[src/rtl/fct_pkg.sv]
// Shared types, constants and helpers of the Fermi confinement term pipeline.
package fct_pkg;

    localparam int GSQ_W  = 32;
    localparam int REG_W  = 32;
    localparam int OUT_W  = 48;
    localparam int QBITS  = 17;
    localparam int SQ_N   = 10;
    localparam int IDX_W  = 2;

    localparam logic [IDX_W-1:0] REG_CUTOFF    = 2'd0;
    localparam logic [IDX_W-1:0] REG_AMPLITUDE = 2'd1;
    localparam logic [IDX_W-1:0] REG_WIDTH_INV = 2'd2;

    localparam logic [REG_W-1:0] CUTOFF_RST    = 32'd0;
    localparam logic [REG_W-1:0] AMPLITUDE_RST = 32'd0;
    localparam logic [REG_W-1:0] WIDTH_INV_RST = 32'd65536;

    localparam logic [31:0] ONE_Q31     = 32'h8000_0000;
    localparam logic [31:0] RECIP3      = 32'hAAAA_AAAB;
    localparam logic [64:0] CLAMP_LIMIT = 65'd429496729600;
    localparam logic [16:0] FP_ONE      = 17'h1_0000;
    localparam logic [47:0] NUM_NEG     = 48'h8000_0000_0000;
    localparam logic [OUT_W-1:0] OUT_MAX = 48'hFFFF_FFFF_FFFF;

    // Per-item sideband that travels with every stage.
    typedef struct packed {
        logic              valid;
        logic              dis;
        logic              neg;
        logic              clamp;
        logic [GSQ_W-1:0]  gsq;
    } fct_side_t;

    // Q0.31 product rounding: (p + 2^30) >> 31.
    function automatic logic [31:0] rnd31(input logic [63:0] p);
        logic [64:0] s;
        s = {1'b0, p} + 65'h4000_0000;
        return s[62:31];
    endfunction

endpackage

[src/rtl/fct_div.sv]
// Restoring divider, one quotient bit per stage, giving the Fermi occupation fp.
module fct_div
    import fct_pkg::*;
(
    input  logic        clk,
    input  logic        rst_n,
    input  logic        en,
    input  logic [31:0] e,
    input  fct_side_t   side_in,
    output logic [16:0] fp,
    output fct_side_t   side_out
);

    fct_side_t   side_reg  [0:QBITS];
    fct_side_t   side_next [0:QBITS];
    logic [47:0] r_reg    [0:QBITS];
    logic [47:0] r_next   [0:QBITS];
    logic [32:0] den_reg  [0:QBITS];
    logic [32:0] den_next [0:QBITS];
    logic [16:0] q_reg    [0:QBITS];
    logic [16:0] q_next   [0:QBITS];

    always_comb
    begin
        logic [32:0] den;
        logic [48:0] trial;
        logic        ge;
        den = {1'b0, ONE_Q31} + {1'b0, e};
        side_next[0] = side_in;
        den_next[0]  = den;
        q_next[0]    = '0;
        // round half up: add half the divisor to the dividend
        if (side_in.neg)
        begin
            r_next[0] = NUM_NEG + {16'b0, den[32:1]};
        end
        else
        begin
            r_next[0] = {e, 16'b0} + {16'b0, den[32:1]};
        end
        for (int i = 0; i < QBITS; i++)
        begin
            trial = 49'(den_reg[i]) << (QBITS - 1 - i);
            ge    = ({1'b0, r_reg[i]} >= trial);
            side_next[i+1] = side_reg[i];
            den_next[i+1]  = den_reg[i];
            r_next[i+1]    = ge ? 48'({1'b0, r_reg[i]} - trial) : r_reg[i];
            q_next[i+1]    = q_reg[i] | (ge ? (17'd1 << (QBITS - 1 - i)) : 17'd0);
        end
    end

    always_ff @(posedge clk or negedge rst_n)
    begin
        if (!rst_n)
        begin
            for (int i = 0; i <= QBITS; i++)
            begin
                side_reg[i] <= '0;
            end
        end
        else if (en)
        begin
            for (int i = 0; i <= QBITS; i++)
            begin
                side_reg[i] <= side_next[i];
            end
        end
    end

    always_ff @(posedge clk)
    begin
        if (en)
        begin
            for (int i = 0; i <= QBITS; i++)
            begin
                r_reg[i]   <= r_next[i];
                den_reg[i] <= den_next[i];
                q_reg[i]   <= q_next[i];
            end
        end
    end

    // beyond the clamp limit, force fp to one (negative side) or zero
    always_comb
    begin
        if (side_reg[QBITS].clamp)
        begin
            fp = side_reg[QBITS].neg ? FP_ONE : 17'd0;
        end
        else
        begin
            fp = q_reg[QBITS];
        end
    end

    assign side_out = side_reg[QBITS];

endmodule

[config.mk]
export PLATFORM = sky130hd
export DESIGN_NAME = fct_div
export DESIGN_NICKNAME = d
export VERILOG_FILES = /design/src/rtl/fct_pkg.sv /design/src/rtl/fct_div.sv
export SDC_FILE = /design/constraint.sdc
export NUM_CORES = 2
export LEC_CHECK = 0
export BUFFER_PORTS_ARGS = -buffer_cell sky130_fd_sc_hd__buf_2
export CORE_ASPECT_RATIO = 1.1
export CORE_MARGIN = 5
export CORE_UTILIZATION = 30
export DETAILED_ROUTE_END_ITERATION = 8
export GPL_ROUTABILITY_DRIVEN = 0
export GPL_TIMING_DRIVEN = 0
export PLACE_DENSITY_LB_ADDON = 0.3
export SYNTH_ARGS = -nofsm -noshare
export SYNTH_HDL_FRONTEND = slang
export SYNTH_SLANG_ARGS = --single-unit
[constraint.sdc]
create_clock -name clk -period 3.77 [get_ports clk]
set_input_delay 0.377 -clock clk [delete_from_list [all_inputs] [get_ports clk]]
set_output_delay 0.377 -clock clk [all_outputs]
set_load 0.02 [all_outputs]
==> results.md <==
* Final worst-path cycle share at 101.1%
* Clk sinks at 2,026
* Switching Share at 36.18%
* Distinct cells, synth at 103
* Worst-margin pin slew at 1.228 ns
* Internal at 0.06079 W
* Pleak at 50.00 nW
* Hold WS at 0.07442 ns
* Worst EP arrival at 4.50 ns
* Part of the Yosys area used for sequential elements at 54.50%
* DR vias/cell at 4.983
* Clock power frac at 22.7%
* Clk buf depth at 4
* Routed via count at 71,550
* Worst Path Max Fanout at 3
* Total of max-cap violations at 0
* I/O pin total at 124
* Clk_skew at 0.06105 ns
* Placed cell count at 13,780
* Initial Util at 30.12%
* Gr ovfl total at 0
* Antenna-violating nets left at 0
* Number of global-route vias before repair at 73,300
* Clk Latency, worst-skew pair at 0.90 ns
* CTS H-tree depth at 4
* Core area at 350,900 um2
* Syn_nets at 9,706
* Worst path required time at 4.46 ns
* Failing checks: setup timing
* Fin nets at 10,240
* RSZ-0062 raised after global routing: yes
* Slew Limit Fails at 0
* CTS tree: built
* Crit path time final at 3.812 ns
* Fraction of registers with async set/reset at 31.98%
* Setup TNS at -0.1132 ns
* Relative max-transition margin at 17.01%
* Post-DP HPWL at 207,300 um
* CTS clock-pin slew for the worst setup and hold paths at 0.06 ns
* Logic pwr share at 38.9%
* Max reg flops at 708
* Die Area at 364,300 um2
* Post-synth EDFFs at 1,378
* CP Launch Type: flip-flop
* Finished Layout Cells at 14,360
* Mapped Area at 105,700 um2
* Post-Place Cell Area at 112,400 um2
* Initial DRT Pass Iterations at 8
* First-pass GRT wire length at 422,500 um
* Sequential fraction of design power at 38.4%
* Crit path capture type: flip-flop
* Final Setup Violations at 6
* P&R area growth vs syn at 16.70%
* Total CTS buffers at 220
* Worst hold path type: in -> async
* Post-synthesis average cell area at 11.69 um2
* YS warnings at 0
* Peak supply drop at 0.4417 mV
* Final Hold Vio Count at 0
* FILL cells at 33,920
* Mapped Cells at 9,042
* Largest net degree at the start of global routing at 174
* Total track usage at 14.60%
* Sw Pwr at 0.03447 W
* Power Density at 772.4 nW/um2
* Average wire per standard cell at 19.14 um
* Final WS setup at -0.04247 ns
* Share of layout cells above drive strength 1 at 18.31%
* # DRC at 0
* Fmax at 0.2623 GHz
* Status: finished, violations left
* Overall Power at 0.09526 W
* Row count at 228
* Clock Root Buffer: clkbuf_16
* Initial antenna violation count at 14
* I/O Buffers at 122
* Die Y at 632.5 um
* Final instance area at 123,300 um2
* Most used flip-flop cell after synthesis: edfxtp_1
* Initial DRC count at 4,576
* Critical path class: reg -> reg
* Routed WL at 274,900 um
* Flops & latches, synth at 2,026
* Die width at 575.9 um
[placed cells by master, fill, tap and decap left out, types with 112 or more instances in the layout]
cell       Yosys  routed
edfxtp_1    1378    1378
nand3_1      142     136
buf_4          4     112
nand2_1      556     553
nor2_1       525     518
buf_2         41     145
mux2_2       776     773
clkbuf_16      0     225
a21o_1       371     371
xor2_1       273     271
clkbuf_1     243     186
o21ai_0      452     429
ha_1         576     567
inv_1        700     690
xnor2_1      306     302
nand4_1      112     112
dfrtp_1      648     648
a21oi_1      692     649
[critical path: stages (launching register included)]
cell and delay (ns):
edfxtp_1 0.42, inv_2 0.10, ha_4 0.13, inv_2 0.04
fa_2 0.41, a211oi_2 0.26, o211ai_1 0.21, a41oi_2 0.29
buf_4 0.18, a21oi_4 0.07, a221oi_4 0.32, o41ai_4 0.12
o311a_1 0.34, o21a_1 0.20, nor4_2 0.29, xor2_1 0.24
[synthesized netlist by cell type, types with 15 or more instances]
master / number / area (um2)
a31o_2: 15 / 131.4
nand2_1: 556 / 2087
o21a_1: 70 / 525.5
a21o_1: 371 / 2785
a21boi_0: 22 / 165.2
nand2b_1: 77 / 481.7
ha_1: 576 / 7207
xor2_1: 273 / 2391
xnor2_1: 306 / 2680
nor3_1: 101 / 505.5
o21ai_0: 452 / 2262
a211oi_1: 56 / 420.4
and2_1: 28 / 175.2
a211o_1: 16 / 140.1
a31oi_1: 66 / 412.9
nand3b_1: 31 / 232.7
buf_2: 41 / 205.2
and4_1: 27 / 236.5
edfxtp_1: 1378 / 41380
nor3b_1: 17 / 127.6
a21oi_1: 692 / 3463
o211ai_1: 30 / 225.2
fa_1: 17 / 340.3
or3_1: 28 / 175.2
nor2_1: 525 / 1971
nand4_1: 112 / 700.7
nand3_1: 142 / 710.7
and3_1: 54 / 337.8
a2111oi_0: 20 / 175.2
or2_2: 26 / 162.7
nor4b_1: 15 / 131.4
nor2b_1: 97 / 606.8
dfrtp_1: 648 / 16220
inv_1: 700 / 2628
mux2_2: 776 / 8738
or4_1: 16 / 120.1
o2111ai_1: 16 / 140.1
o31ai_1: 42 / 315.3
nor4_1: 57 / 356.6
o31a_1: 18 / 157.7
clkbuf_1: 243 / 912.1
o21bai_1: 74 / 555.5
[what timing repair did]
action	in CTS	in global routing
endpoints found under the setup margin	1517	436
hold buffers	73	0
hold endpoints to repair	416	0
pin swaps	49	79
setup buffers	44	58
resized for setup	291	188
cloned	8	3
[path summary, 6_finish.rpt]
kind / start / end / slack (ns) / cells past startpoint
max: den_reg[11][6]$_DFFE_PP_ / r_reg[12][45]$_DFFE_PP_ / -0.04 / 15
min: rst_n / side_next[7]$_DFFE_PN0P_ / 0.07 / 2
max reg2reg: den_reg[11][6]$_DFFE_PP_ / r_reg[12][45]$_DFFE_PP_ / -0.04 / 15
min reg2reg: q_reg[6][12]$_DFFE_PP_ / q_reg[7][12]$_DFFE_PP_ / 0.39 / 0
max in group asynchronous: rst_n / side_next[607]$_DFFE_PN0P_ / 1.56 / 5
min in group clk: en / den_reg[0][30]$_DFFE_PP_ / 0.10 / 3
[cell type report]
class	instances	area, um2	area share, %
clock inverters	106	1209	0.9800
inverters	703	2646	2.146
well taps	4600	5756	4.667
clock buffers	292	6048	4.904
flip-flops and latches	2026	57600	46.70
repair buffers	321	2912	2.361
plain buffers	284	1396	1.132
multi-input cells	6018	45750	37.10
diodes	7	17.52	0.01420
[metal layers]
layer	up-vias	global-route usage (%)	part of all wire [%]
met4	6	10.68	8.9
met2	2155	26.75	51
li1	34140	-	-
met1	34390	15.26	36
met5	-	0	0.014
met3	853	1.925	4.0
[power groups by stage]
stage	Clock (W)	Combinational (W)	Sequential (W)
global route	0.0233	0.0407	0.0372
finish	0.0216	0.0371	0.0366
global placement	0	0.0335	0.0375
detailed placement	0	0.0343	0.0370
floorplan	0	0.0256	0.0348
CTS	0.0224	0.0357	0.0366
[through the flow]
| step | worst slack (ns) | util (%) |
|---|---|---|
| after floorplan | 0.3773 | - |
| after global placement | -21.22 | 31.93 |
| after detailed placement | -3.530 | 32.04 |
| after CTS | -0.002635 | 34.80 |
| after global routing | -0.2020 | 35.14 |
| final | -0.04247 | 35.15 |
[cell families after synthesis]
| kind of cell | synth area share (%) |
|---|---|
| AOI/OAI and AO/OA | 12.61 |
| xor gates and xnor gates | 4.798 |
| muxes | 8.374 |
| adders and majority gates | 7.141 |
| buffers and inverters | 3.607 |
| and+or+nand+nor | 8.967 |
| DFF | 54.50 |
Power figures use the tool's default switching activity.
